**src/design/touch_gesture_classifier_top_assert.svh**
```systemverilog
// Assertion macros for the touch gesture classifier.
// Needs clk and arst_n in the scope of the including module.
`ifndef TOUCH_GESTURE_CLASSIFIER_TOP_ASSERT_SVH
`define TOUCH_GESTURE_CLASSIFIER_TOP_ASSERT_SVH

// same-cycle implication
`define TGC_ASSERT_NOW(label, ante, cons, msg) \
	label: assert property (@(posedge clk) disable iff (!arst_n) (ante) |-> (cons)) \
		else $error(msg);

// next-cycle implication
`define TGC_ASSERT_NEXT(label, ante, cons, msg) \
	label: assert property (@(posedge clk) disable iff (!arst_n) (ante) |=> (cons)) \
		else $error(msg);

`endif

```
**src/design/tgc_pkg.sv**
```systemverilog
// Package for the touch gesture classifier: phase, gesture and register codes,
// configuration record and reset values. No dependencies.
`timescale 1ns / 1ps

package tgc_pkg;

	localparam int COORD_WIDTH_DEF = 12;
	localparam int CFG_W           = 12;
	localparam int MAXPT_W         = 4;
	localparam int STATUS_W        = 8;
	localparam int CFG_IDX_W       = 3;
	localparam int READY_BIT       = 7;

	typedef enum logic [2:0] {
		PH_NONE      = 3'd0,
		PH_DOWN      = 3'd1,
		PH_UP        = 3'd2,
		PH_SLIDE     = 3'd3,
		PH_SLIDE_END = 3'd4
	} phase_t;

	typedef enum logic [2:0] {
		G_NONE  = 3'd0,
		G_TAP   = 3'd1,
		G_RIGHT = 3'd2,
		G_LEFT  = 3'd3,
		G_DOWN  = 3'd4,
		G_UP    = 3'd5
	} gesture_t;

	typedef enum logic [CFG_IDX_W-1:0] {
		REG_SLIDE_THRESH = 3'd0,
		REG_MAX_POINTS   = 3'd1,
		REG_WIPE_LOCK_X  = 3'd2,
		REG_WIPE_RANGE_X = 3'd3,
		REG_WIPE_LOCK_Y  = 3'd4,
		REG_WIPE_RANGE_Y = 3'd5
	} reg_idx_t;

	typedef struct packed {
		logic [CFG_W-1:0]   slide_thresh;
		logic [MAXPT_W-1:0] max_points;
		logic [CFG_W-1:0]   wipe_lock_x;
		logic [CFG_W-1:0]   wipe_range_x;
		logic [CFG_W-1:0]   wipe_lock_y;
		logic [CFG_W-1:0]   wipe_range_y;
	} cfg_t;

	localparam logic [CFG_W-1:0]   SLIDE_THRESH_RST = 12'd6;
	localparam logic [MAXPT_W-1:0] MAX_POINTS_RST   = 4'd5;
	localparam logic [CFG_W-1:0]   WIPE_LOCK_X_RST  = 12'd40;
	localparam logic [CFG_W-1:0]   WIPE_RANGE_X_RST = 12'd90;
	localparam logic [CFG_W-1:0]   WIPE_LOCK_Y_RST  = 12'd22;
	localparam logic [CFG_W-1:0]   WIPE_RANGE_Y_RST = 12'd51;

endpackage

```
**src/design/tgc_step.sv**
```systemverilog
// Next-state logic for one touch report: phase tracking, coordinate capture
// and tap/wipe judging. Depends on tgc_pkg.
`timescale 1ns / 1ps

module tgc_step #(
	parameter int COORD_WIDTH = tgc_pkg::COORD_WIDTH_DEF
) (
	input  tgc_pkg::cfg_t                  cfg,
	input  tgc_pkg::phase_t                phase,
	input  tgc_pkg::gesture_t              gesture,
	input  logic [COORD_WIDTH-1:0]         start_x,
	input  logic [COORD_WIDTH-1:0]         start_y,
	input  logic [COORD_WIDTH-1:0]         last_x,
	input  logic [COORD_WIDTH-1:0]         last_y,
	input  logic                           irq_seen,
	input  logic                           ext_ack,
	input  logic [tgc_pkg::STATUS_W-1:0]   status_byte,
	input  logic [COORD_WIDTH-1:0]         first_x,
	input  logic [COORD_WIDTH-1:0]         first_y,
	output tgc_pkg::phase_t                phase_d,
	output tgc_pkg::gesture_t              gesture_d,
	output logic [COORD_WIDTH-1:0]         start_x_d,
	output logic [COORD_WIDTH-1:0]         start_y_d,
	output logic [COORD_WIDTH-1:0]         last_x_d,
	output logic [COORD_WIDTH-1:0]         last_y_d,
	output logic [COORD_WIDTH:0]           travel_x,
	output logic [COORD_WIDTH:0]           travel_y
);
	import tgc_pkg::*;

	localparam int DW    = COORD_WIDTH + 1;
	localparam int CMP_W = (DW > CFG_W + 1) ? DW : CFG_W + 1;

	logic signed [DW-1:0] mx, my, dx, dy;
	logic [DW-1:0]        mx_mag, my_mag, dx_mag, dy_mag;
	logic [MAXPT_W-1:0]   count;
	logic                 count_ok, moved, lock_x_ok, lock_y_ok;
	logic                 far_x, far_y;

	// movement since last tracked point
	assign mx     = $signed({1'b0, first_x}) - $signed({1'b0, last_x});
	assign my     = $signed({1'b0, first_y}) - $signed({1'b0, last_y});
	assign mx_mag = mx[DW-1] ? DW'(-mx) : DW'(mx);
	assign my_mag = my[DW-1] ? DW'(-my) : DW'(my);
	assign moved  = (CMP_W'(mx_mag) >= CMP_W'(cfg.slide_thresh)) ||
	                (CMP_W'(my_mag) >= CMP_W'(cfg.slide_thresh));

	// wipe judging only runs when coordinates are left untouched, so use held state
	assign dx     = $signed({1'b0, last_x}) - $signed({1'b0, start_x});
	assign dy     = $signed({1'b0, last_y}) - $signed({1'b0, start_y});
	assign dx_mag = dx[DW-1] ? DW'(-dx) : DW'(dx);
	assign dy_mag = dy[DW-1] ? DW'(-dy) : DW'(dy);
	assign lock_x_ok = CMP_W'(dy_mag) < CMP_W'(cfg.wipe_lock_x);
	assign lock_y_ok = CMP_W'(dx_mag) < CMP_W'(cfg.wipe_lock_y);
	assign far_x     = CMP_W'(dx_mag) > CMP_W'(cfg.wipe_range_x);
	assign far_y     = CMP_W'(dy_mag) > CMP_W'(cfg.wipe_range_y);

	assign count    = status_byte[MAXPT_W-1:0];
	assign count_ok = (count != '0) && (count <= cfg.max_points);

	always_comb begin
		phase_d   = phase;
		gesture_d = ext_ack ? G_NONE : gesture;
		start_x_d = start_x;
		start_y_d = start_y;
		last_x_d  = last_x;
		last_y_d  = last_y;
		if (irq_seen) begin
			if (status_byte[READY_BIT]) begin
				if (count_ok) begin
					if (phase == PH_NONE || phase == PH_UP || phase == PH_SLIDE_END) begin
						phase_d   = PH_DOWN;
						start_x_d = first_x;
						start_y_d = first_y;
						last_x_d  = first_x;
						last_y_d  = first_y;
					end else if (phase == PH_SLIDE || moved) begin
						phase_d  = PH_SLIDE;
						last_x_d = first_x;
						last_y_d = first_y;
					end
				end else begin
					case (phase)
						PH_SLIDE:     phase_d = PH_SLIDE_END;
						PH_DOWN:      phase_d = PH_UP;
						PH_SLIDE_END: phase_d = PH_SLIDE_END;
						default:      phase_d = PH_NONE;
					endcase
				end
			end
			if (gesture_d == G_NONE) begin
				if (phase_d == PH_UP) begin
					gesture_d = G_TAP;
				end else if (phase_d == PH_SLIDE_END) begin
					if (lock_x_ok && far_x)
						gesture_d = dx[DW-1] ? G_LEFT : G_RIGHT;
					if (lock_y_ok && far_y)
						gesture_d = dy[DW-1] ? G_UP : G_DOWN;
					phase_d = PH_NONE;
				end
			end
		end
	end

	assign travel_x = {1'b0, last_x_d} - {1'b0, start_x_d};
	assign travel_y = {1'b0, last_y_d} - {1'b0, start_y_d};

endmodule

```
**src/design/touch_gesture_classifier_top.sv**
```systemverilog
// Touch gesture classifier top level: stream ports, input and result registers,
// configuration registers and tracked state. Depends on tgc_pkg, tgc_step.
`timescale 1ns / 1ps

// One report in, one result out, one transaction per cycle when the output is
// not stalled. A report is captured into the input register, the whole phase
// update and gesture judgement run as combinational logic, and the result is
// loaded into the output register once the output register is free or drained.
// Configuration writes are always taken (cfg_ready is tied high); indexes beyond
// the last register are ignored. A pending gesture stays on gesture_out until a
// report with ext_ack set clears it.
module touch_gesture_classifier_top #(
	parameter int COORD_WIDTH = tgc_pkg::COORD_WIDTH_DEF,
	localparam int IN_BITS     = 2 + tgc_pkg::STATUS_W + 2 * COORD_WIDTH,
	localparam int IN_TDATA_W  = ((IN_BITS + 7) / 8) * 8,
	localparam int OUT_BITS    = 6 + 4 * COORD_WIDTH + 2,
	localparam int OUT_TDATA_W = ((OUT_BITS + 7) / 8) * 8
) (
	input  logic                             clk,
	input  logic                             arst_n,
	input  logic                             s_axis_tvalid,
	output logic                             s_axis_tready,
	// irq_seen, ext_ack, status_byte, first_x, first_y
	input  logic [IN_TDATA_W-1:0]            s_axis_tdata,
	output logic                             m_axis_tvalid,
	input  logic                             m_axis_tready,
	// touch_phase_out, gesture_out, cur_x, cur_y, travel_x, travel_y
	output logic [OUT_TDATA_W-1:0]           m_axis_tdata,
	input  logic                             cfg_valid,
	output logic                             cfg_ready,
	input  logic [tgc_pkg::CFG_IDX_W-1:0]    cfg_index,
	input  logic [tgc_pkg::CFG_W-1:0]        cfg_data
);
	import tgc_pkg::*;

	localparam int CW = COORD_WIDTH;

	cfg_t     cfg_q;
	phase_t   phase_q, phase_d;
	gesture_t gesture_q, gesture_d;
	logic [CW-1:0] start_x_q, start_y_q, last_x_q, last_y_q;
	logic [CW-1:0] start_x_d, start_y_d, last_x_d, last_y_d;
	logic [CW:0]   travel_x, travel_y;

	logic                valid_s1;
	logic                irq_s1, ack_s1;
	logic [STATUS_W-1:0] status_s1;
	logic [CW-1:0]       px_s1, py_s1;
	logic                adv;
	logic                out_valid_q;
	logic [OUT_BITS-1:0] out_q;

	// configuration
	assign cfg_ready = 1'b1;

	always_ff @(posedge clk or negedge arst_n) begin
		if (!arst_n) begin
			cfg_q.slide_thresh <= SLIDE_THRESH_RST;
			cfg_q.max_points   <= MAX_POINTS_RST;
			cfg_q.wipe_lock_x  <= WIPE_LOCK_X_RST;
			cfg_q.wipe_range_x <= WIPE_RANGE_X_RST;
			cfg_q.wipe_lock_y  <= WIPE_LOCK_Y_RST;
			cfg_q.wipe_range_y <= WIPE_RANGE_Y_RST;
		end else if (cfg_valid) begin
			case (cfg_index)
				REG_SLIDE_THRESH: cfg_q.slide_thresh <= cfg_data;
				REG_MAX_POINTS:   cfg_q.max_points   <= cfg_data[MAXPT_W-1:0];
				REG_WIPE_LOCK_X:  cfg_q.wipe_lock_x  <= cfg_data;
				REG_WIPE_RANGE_X: cfg_q.wipe_range_x <= cfg_data;
				REG_WIPE_LOCK_Y:  cfg_q.wipe_lock_y  <= cfg_data;
				REG_WIPE_RANGE_Y: cfg_q.wipe_range_y <= cfg_data;
				default: ;
			endcase
		end
	end

	// handshake: stage 1 moves on whenever the output register is free or drained
	assign adv           = valid_s1 && (!out_valid_q || m_axis_tready);
	assign s_axis_tready = !valid_s1 || adv;
	assign m_axis_tvalid = out_valid_q;

	always_ff @(posedge clk or negedge arst_n) begin
		if (!arst_n) begin
			valid_s1 <= 1'b0;
		end else if (s_axis_tready) begin
			valid_s1 <= s_axis_tvalid;
		end
	end

	always_ff @(posedge clk) begin
		if (s_axis_tvalid && s_axis_tready) begin
			irq_s1    <= s_axis_tdata[0];
			ack_s1    <= s_axis_tdata[1];
			status_s1 <= s_axis_tdata[2 +: STATUS_W];
			px_s1     <= s_axis_tdata[2 + STATUS_W +: CW];
			py_s1     <= s_axis_tdata[2 + STATUS_W + CW +: CW];
		end
	end

	tgc_step #(
		.COORD_WIDTH(CW)
	) u_step (
		.cfg        (cfg_q),
		.phase      (phase_q),
		.gesture    (gesture_q),
		.start_x    (start_x_q),
		.start_y    (start_y_q),
		.last_x     (last_x_q),
		.last_y     (last_y_q),
		.irq_seen   (irq_s1),
		.ext_ack    (ack_s1),
		.status_byte(status_s1),
		.first_x    (px_s1),
		.first_y    (py_s1),
		.phase_d    (phase_d),
		.gesture_d  (gesture_d),
		.start_x_d  (start_x_d),
		.start_y_d  (start_y_d),
		.last_x_d   (last_x_d),
		.last_y_d   (last_y_d),
		.travel_x   (travel_x),
		.travel_y   (travel_y)
	);

	always_ff @(posedge clk or negedge arst_n) begin
		if (!arst_n) begin
			phase_q   <= PH_NONE;
			gesture_q <= G_NONE;
			start_x_q <= '0;
			start_y_q <= '0;
			last_x_q  <= '0;
			last_y_q  <= '0;
		end else if (adv) begin
			phase_q   <= phase_d;
			gesture_q <= gesture_d;
			start_x_q <= start_x_d;
			start_y_q <= start_y_d;
			last_x_q  <= last_x_d;
			last_y_q  <= last_y_d;
		end
	end

	always_ff @(posedge clk or negedge arst_n) begin
		if (!arst_n) begin
			out_valid_q <= 1'b0;
		end else if (adv) begin
			out_valid_q <= 1'b1;
		end else if (m_axis_tready) begin
			out_valid_q <= 1'b0;
		end
	end

	always_ff @(posedge clk) begin
		if (adv) begin
			out_q <= {travel_y, travel_x, last_y_d, last_x_d, gesture_d, phase_d};
		end
	end

	assign m_axis_tdata = OUT_TDATA_W'(out_q);

	`include "touch_gesture_classifier_top_assert.svh"

	// a latched gesture only goes away through an acknowledged report
	`TGC_ASSERT_NEXT(a_gesture_held, gesture_q != G_NONE && !(adv && ack_s1), $stable(gesture_q), "pending gesture changed without acknowledge")
	// a freshly latched tap always comes with the up phase
	`TGC_ASSERT_NOW(a_tap_phase, gesture_q == G_TAP && $past(gesture_q) != G_TAP, phase_q == PH_UP, "tap latched outside up phase")
	// result register mirrors the tracked state it was loaded from
	`TGC_ASSERT_NEXT(a_out_state, adv, (out_q[5:0] == {gesture_q, phase_q}), "result off state")

endmodule
```
**config.mk**
```make
export PLATFORM = sky130hd
export DESIGN_NAME = touch_gesture_classifier_top
export DESIGN_NICKNAME = d
export VERILOG_FILES = /design/src/design/tgc_pkg.sv /design/src/design/tgc_step.sv /design/src/design/touch_gesture_classifier_top.sv
export VERILOG_INCLUDE_DIRS = /design/src /design/src/design
export SDC_FILE = /design/constraint.sdc
export NUM_CORES = 1
export LEC_CHECK = 0
export ABC_AREA = 1
export BUFFER_PORTS_ARGS = -buffer_cell sky130_fd_sc_hd__buf_2
export CAP_MARGIN = 0
export CORE_MARGIN = 3
export CORE_UTILIZATION = 38
export CTS_CLUSTER_DIAMETER = 100
export DETAILED_ROUTE_END_ITERATION = 16
export GPL_ROUTABILITY_DRIVEN = 0
export HOLD_SLACK_MARGIN = 0.06
export PLACE_DENSITY = 0.61
export SYNTH_ARGS = -nofsm -noshare
export SYNTH_HDL_FRONTEND = slang
export SYNTH_SLANG_ARGS = --single-unit
export TNS_END_PERCENT = 10
```
**constraint.sdc**
```tcl
create_clock -name clk -period 15.2 [get_ports clk]
set_input_delay 4.56 -clock clk [delete_from_list [all_inputs] [get_ports clk]]
set_output_delay 4.56 -clock clk [all_outputs]
set_load 0.01 [all_outputs]
```
# Word-level counts from Yosys, hierarchy flattened
# Cells that the tools add are included.
# totals
reg_bits	210
word_cells	116
# op_classes
add_sub_neg	10
order_cmp	7
eq_ne	11
muxes	43
reduce_logical	25
# ops
op	count
$mux W12	18
$sub A12 B12 Y13	6
$mux W13	4
$neg A13 Y13	4
$mux W3	16
$ge A13 B12 Y1	2
$gt A13 B12 Y1	2
$lt A13 B12 Y1	2
$eq A3 B2 Y1 const B	5
$eq A3 B3 Y1 const B	4
$reduce_and A2 Y1	6
$logic_not A3 Y1	3
$eq A3 B1 Y1 const B	2
$logic_or A1 B1 Y1	6
$pmux W3 S2	1
$logic_and A1 B1 Y1	5
$le A4 B4 Y1	1
$mux W1	4
$reduce_bool A4 Y1	1
$logic_not A1 Y1	2
$reduce_bool A2 Y1	1
$reduce_or A2 Y1	1

# Longest topological paths before layout
# Gate-level depths: netlist of the first run.
# logic_depth
ltp_word	16
ltp_mapped	45

# Cells and area by module
# A second synthesis of the first run with hierarchy kept.
# hier_totals
hier_cells	1969
area_unflattened_um2	15060.7
# modules_own_cells
module	n_inst	cells_per_inst	area_per_inst_um2	seq_area_each_um2
tgc_step	1	1340	7549.7	0.0
touch_gesture_classifier_top	1	629	7511.0	5726.7

# Worst setup path before layout of the first run
# No wires, ideal clock.
# synth_path
kind	input to output
start	input m_axis_tready
end	output s_axis_tready
t_arrival_ns	4.744
t_required_ns	10.640
setup_slack_ns	5.896
path_stages	2
path_buffers	0
path_cell_list	inv_1 nand3_1
# synth_between
elab_chain_cells	3
# synth_rtl
item	line_no	source
start: declaration	touch_gesture_classifier_top.sv:26	input logic m_axis_tready,
$logic_or A1 B1 Y1	touch_gesture_classifier_top.sv:78	assign adv = valid_s1 && (!out_valid_q || m_axis_tready);
$logic_and A1 B1 Y1	touch_gesture_classifier_top.sv:78	
$logic_or A1 B1 Y1	touch_gesture_classifier_top.sv:79	assign s_axis_tready = !valid_s1 || adv;
end: declaration	touch_gesture_classifier_top.sv:22	output logic s_axis_tready,
# Every way passes these cells.

# Worst setup path after layout of the first run
# Same ends and word-level chain as after synthesis.

==> results.cfg, run 1 <==
[clocking]
clkTransAtPathRegs_ps = 60
cts_tree = built
cts_setup_buffers = 0
cts_sinks = 207
cts_made_buffers = 25
post_cts_resized = 0
clk_latency_ps = 530
cts_htree_levels = 1
clockRootBuffer = clkbuf_16
cts_hold_buf = 0
clock_path_buffers = 3

[setup_path]
cp.arrival_ps = 4970
crit_fanout = 3
path_class = input port to output port
crit_top_cell = buf_2
startpoint_type = input port
r2r_cells = 39
cpMaxStageDelayCell = buf_2
reg2reg_slack_ps = 8570
cpPeakStageDelay_ps = 160
crit_path_end_kind = output port
cp-startpoint = m_axis_tready
regToRegEndpoint = m_axis_tdata[53]
crit_chain = buf_2 -> inv_1 -> nand3_1 -> buf_2
timing.rr.start = py_s1[0]
cp.buffers_inverters = 3
crit_required_ps = 10640
crit_family = buffers and inverters

[cells_and_area]
syn_to_final_growth_pct = 12.8
layout-drive-gt1-share_pct = 12.8
diodes = 0
nets = 2136

[sta]
rsz0062_at_grt = false
final_max_slew_viol_count = 0
fmax_ghz = 0.105
min_period_over_period_pct = 62.7
period_minus_slack_ps = 9530
worst_pin_slew_ps = 1060
setup_viol = 0
finClkSkew_ps = 19.4
finalSetupTns_ps = 0
hold_viol_final = 0
slew_headroom_pct = 29.3
whs_ps = 482

[run]
cap_violations = 0

[drt]
vias = 11800
finalWirelength_um = 33800
firstDrtPassIters = 5
drc = 0
drtIter0Drc = 723
avgViaCountPerCell = 4.82
ant_nets = 0
routedWlPerCell_um = 13.9

[yosys]
netlist_area_um2 = 14400
postSynthAreaPerCell_um2 = 7.93
synth.largest_area_cell = edfxtp_1
async_flop_share_pct = 58.0
synth_common_cells = nand2_1, inv_1, o21ai_0
yosys_warnings = 0
syn_inst = 1815
yosysMostFrequentCell = nand2_1
synth_top_area_share_pct = 18.2
ys_seq_area_share_pct = 39.2
synth_edf_count = 87
synth_flop_cell = dfrtp_1
yosys-top-cells-area = edfxtp_1, dfrtp_1, ha_1, nand2_1, inv_1
syn-num-nets = 2031
ys_seq_elements = 207
synth.distinct_cells = 49

[die]
dieHeight_um = 201
rows = 70
io_pins = 119
die-area_um2 = 40200
start_util_pct = 38.9
fp.dieW_um = 201
core_um2 = 37000

[global_routing]
grt_pass1_vias = 11600
grt_usage_pct = 16.8
antenna_found_initial = 0
grt_pass1_wl_um = 56500
grt_remaining_overflow = 0
grt_max_degree = 73

[outcome]
status = finished, final reports clean

[hold_path]
min_to = start_y_q[5]
hold_depth = 2
hold_path_class = flop to flop
hp-start = start_y_q[5]

[place]
io_buffer_count = 108
hpwlAfterDp_um = 26500
[state kept, by name, indices dropped and copies added, names as in the netlist]
name and count:
start_y_q 12, py_s1 12, m_axis_tvalid 1, last_y_q 12, irq_s1 1, start_x_q 12
status_s1 5, ack_s1 1, last_x_q 12, valid_s1 1, gesture_q 3, px_s1 12
m_axis_tdata 56, phase_q 3, cfg_q 64
[layer usage]
metal  vias to the layer above  track usage, %  wire, µm
li1                       6118               -         -
met1                      5443            20.5     14900
met2                       153            31.0     17000
met3                        50            2.30      1090
met4                         0            4.29       816
met5                         -               0         0
[worst max path at each step]
| stage | slack [ps] | endpoint | depth (start not counted) |
|---|---|---|---|
| finish | 5670 | s_axis_tready | 4 |
| global route | 5630 | s_axis_tready | 4 |
| CTS | 5660 | s_axis_tready | 4 |
| detailed placement | 5660 | s_axis_tready | 4 |
| floorplan | 5900 | s_axis_tready | 2 |
| global placement | 5670 | s_axis_tready | 4 |
[kinds of logic (layout without fill, tap and decap cells)]
group	after synthesis	in the layout	share of synthesized area [%]
buffers and inverters	332	454	9.00
xor gates and xnor gates	69	69	4.25
adders and majority gates	156	156	13.9
and+or+nand+nor	748	748	22.0
DFF	207	207	39.2
other	1	1	0.0261
AOI/OAI and AO/OA	302	302	11.6
[worst register-to-register path, delay by kind of cell, from the launching register on]
kind / cells / cell delay [ps]
simple gates: 21 / 2290
compound gates: 8 / 1710
fa+ha+maj: 5 / 1350
flops: 1 / 370
xor+xnor: 2 / 330
buf+inv: 3 / 330
[stage by stage]
stage / instances / utilization, % / worst slack [ps] / cell area (µm²)
floorplan: 1815 / - / 5900 / 14400
global placement: 2397 / 41.7 / 5670 / 15400
detailed placement: 2397 / 41.7 / 5660 / 15400
CTS: 2441 / 43.9 / 5660 / 16200
global route: 2441 / 43.9 / 5630 / 16200
finish: 2441 / 43.9 / 5670 / 16200
[cell usage in the layout (no fill, tap or decap), types with 3 or more instances in the layout]
cell	instances
clkinv_1	4
nor2_2	8
inv_1	289
edfxtp_1	87
ha_1	150
clkbuf_8	3
xnor2_1	19
dfstp_2	17
o21ai_0	166
nand4_1	22
nand3_2	5
a21oi_1	72
nand3b_1	10
clkbuf_16	25
nor2_1	118
clkbuf_1	6
buf_2	107
o21ai_1	14
nand2_2	30
a211oi_1	6
o21ai_2	3
inv_2	7
xor2_1	49
o21bai_1	7
nand2_1	460
nand3_1	75
a21oi_2	23
fa_1	6
nor3_1	12
buf_4	5
dfrtp_1	103
[final cells by class]
type	count	area, µm²
clock inverters	10	114
well taps	504	631
clock buffers	34	689
flip-flops and latches	207	5640
multi-input cells	1276	7460
fillers	3731	20700
inverters	298	1120
repair buffers	112	573
Power of run 1 is left out: the tool's default activity adds up to more than one toggle a clock period on the data nets, which glitch-free logic cannot reach.
==> inputs of run 2 (changes only) <==
==> constraint.sdc (replaced) <==
create_clock -name clk -period 9.2 [get_ports clk]
set_input_delay 2.76 -clock clk [delete_from_list [all_inputs] [get_ports clk]]
set_output_delay 2.76 -clock clk [all_outputs]
set_load 0.01 [all_outputs]
==> run 2 against run 1 <==
Compared with the run above: design area shrank 0.10%; non-clock buffer count did not move; clock-buffer cell count fell by 2; sequential share of layout area about the same; wire length rose by 0.84%; first-iteration DRC count is 12% lower; worst setup slack got worse by 3200 ps; flip-flop and latch count unchanged; critical path type is now flop to flop.
==> results.cfg, run 2 (synthesis results as in run 1) <==
[clocking]
cts_made_buffers = 24
cts_sinks = 207
clock_path_buffers = 3
cts_setup_buffers = 0
cts_tree = built
cts_hold_buf = 0
post_cts_resized = 0
clockRootBuffer = clkbuf_16
clkTransAtPathRegs_ps = 60
clk_latency_ps = 530
cts_htree_levels = 1

[cells_and_area]
largest_reg_flops = 64
layout_commonest_cell = nand2_1
nets = 2135
diodes = 0
final_cell_mix = nand2_1, inv_1, o21ai_0
syn_to_final_growth_pct = 12.6
layout-drive-gt1-share_pct = 13.0
fill_cells = 3726
regMostFlops = cfg_q

[hold_path]
hold_path_class = flop to flop

[drt]
avgViaCountPerCell = 4.83
firstDrtPassIters = 7
finalWirelength_um = 34100
ant_nets = 0
drtIter0Drc = 634
routedWlPerCell_um = 14.0
drc = 0
vias = 11800

[setup_path]
crit_top_cell = nand2_1
cp.arrival_ps = 6980
path_class = flop to flop
cpMaxStageDelayCell = nand2_4
crit_path_end_kind = flop
cpPeakStageDelay_ps = 520
startpoint_type = flop
crit_fanout = 51
crit_required_ps = 9470

[place]
hpwlAfterDp_um = 26600
io_buffer_count = 108

[die]
fp.dieW_um = 201
dieHeight_um = 201
start_util_pct = 38.9
core_um2 = 37000
rows = 70
die-area_um2 = 40200
io_pins = 119

[sta]
slew_headroom_pct = 27.6
fmax_ghz = 0.149
finClkSkew_ps = 13.8
worst_pin_slew_ps = 1080
setup_viol = 0
finalSetupTns_ps = 0
final_max_slew_viol_count = 0
period_minus_slack_ps = 6720
rsz0062_at_grt = false
hold_viol_final = 0
min_period_over_period_pct = 73.0

[global_routing]
grt.met1_usage_pct = 20.7
use_met2_pct = 31.2
antenna_found_initial = 0
grt_remaining_overflow = 0
grt_max_degree = 73
grt_pass1_vias = 11700
use_met3_pct = 2.37
busiest_layer = met2
grt_pass1_wl_um = 57200
grt_usage_pct = 17.0

[run]
cap_violations = 0

[outcome]
status = finished, final reports clean
[run 2: path summary, 6_finish.rpt]
path	to	slack (ps)	depth (start not counted)	from
setup / recovery	m_axis_tdata[53]	2480	39	py_s1[0]
hold / removal	gesture_q[0]	480	2	gesture_q[0]
setup reg to reg	m_axis_tdata[53]	2480	39	py_s1[0]
hold reg to reg	gesture_q[0]	480	2	gesture_q[0]
max in group asynchronous	cfg_q[10]	5590	2	arst_n
min in group asynchronous	start_x_q[11]	2260	1	arst_n
[run 2: worst max-delay path: cells and delay by family, from the launching register on]
kind | cells | cell delay, ps
simple gates | 21 | 2300
compound gates | 8 | 1710
fa+ha+maj | 5 | 1350
flops | 1 | 370
buf+inv | 3 | 340
xor+xnor | 2 | 330
[run 2: metal layers]
metal  vias up  part of all wire [%]
met5         -                     0
met4         0                   2.8
met3        54                   3.3
met2       169                    50
met1      5480                    44
li1       6093                     -
[run 2: cell type report]
cell class / instances / area (µm²) / share of cell area, %
Tap cell: 504 / 631 / 3.89
Sequential cell: 207 / 5640 / 34.8
Timing Repair Buffer: 112 / 573 / 3.53
Multi-Input combinational cell: 1276 / 7460 / 46.0
Clock buffer: 32 / 713 / 4.40
Inverter: 298 / 1120 / 6.92
Clock inverter: 12 / 73.8 / 0.455
[run 2: per-stage QoR]
step	hold WS, ps	utilization [%]	setup WS, ps	instance area [µm²]	cells
global placement	467	41.7	2670	15400	2397
floorplan	449	-	3500	14400	1815
global route	504	43.9	1670	16200	2441
detailed placement	470	41.7	2570	15400	2397
CTS	487	43.9	2520	16200	2441
finish	484	43.9	2480	16200	2441
Power of run 2 is left out for the same reason.
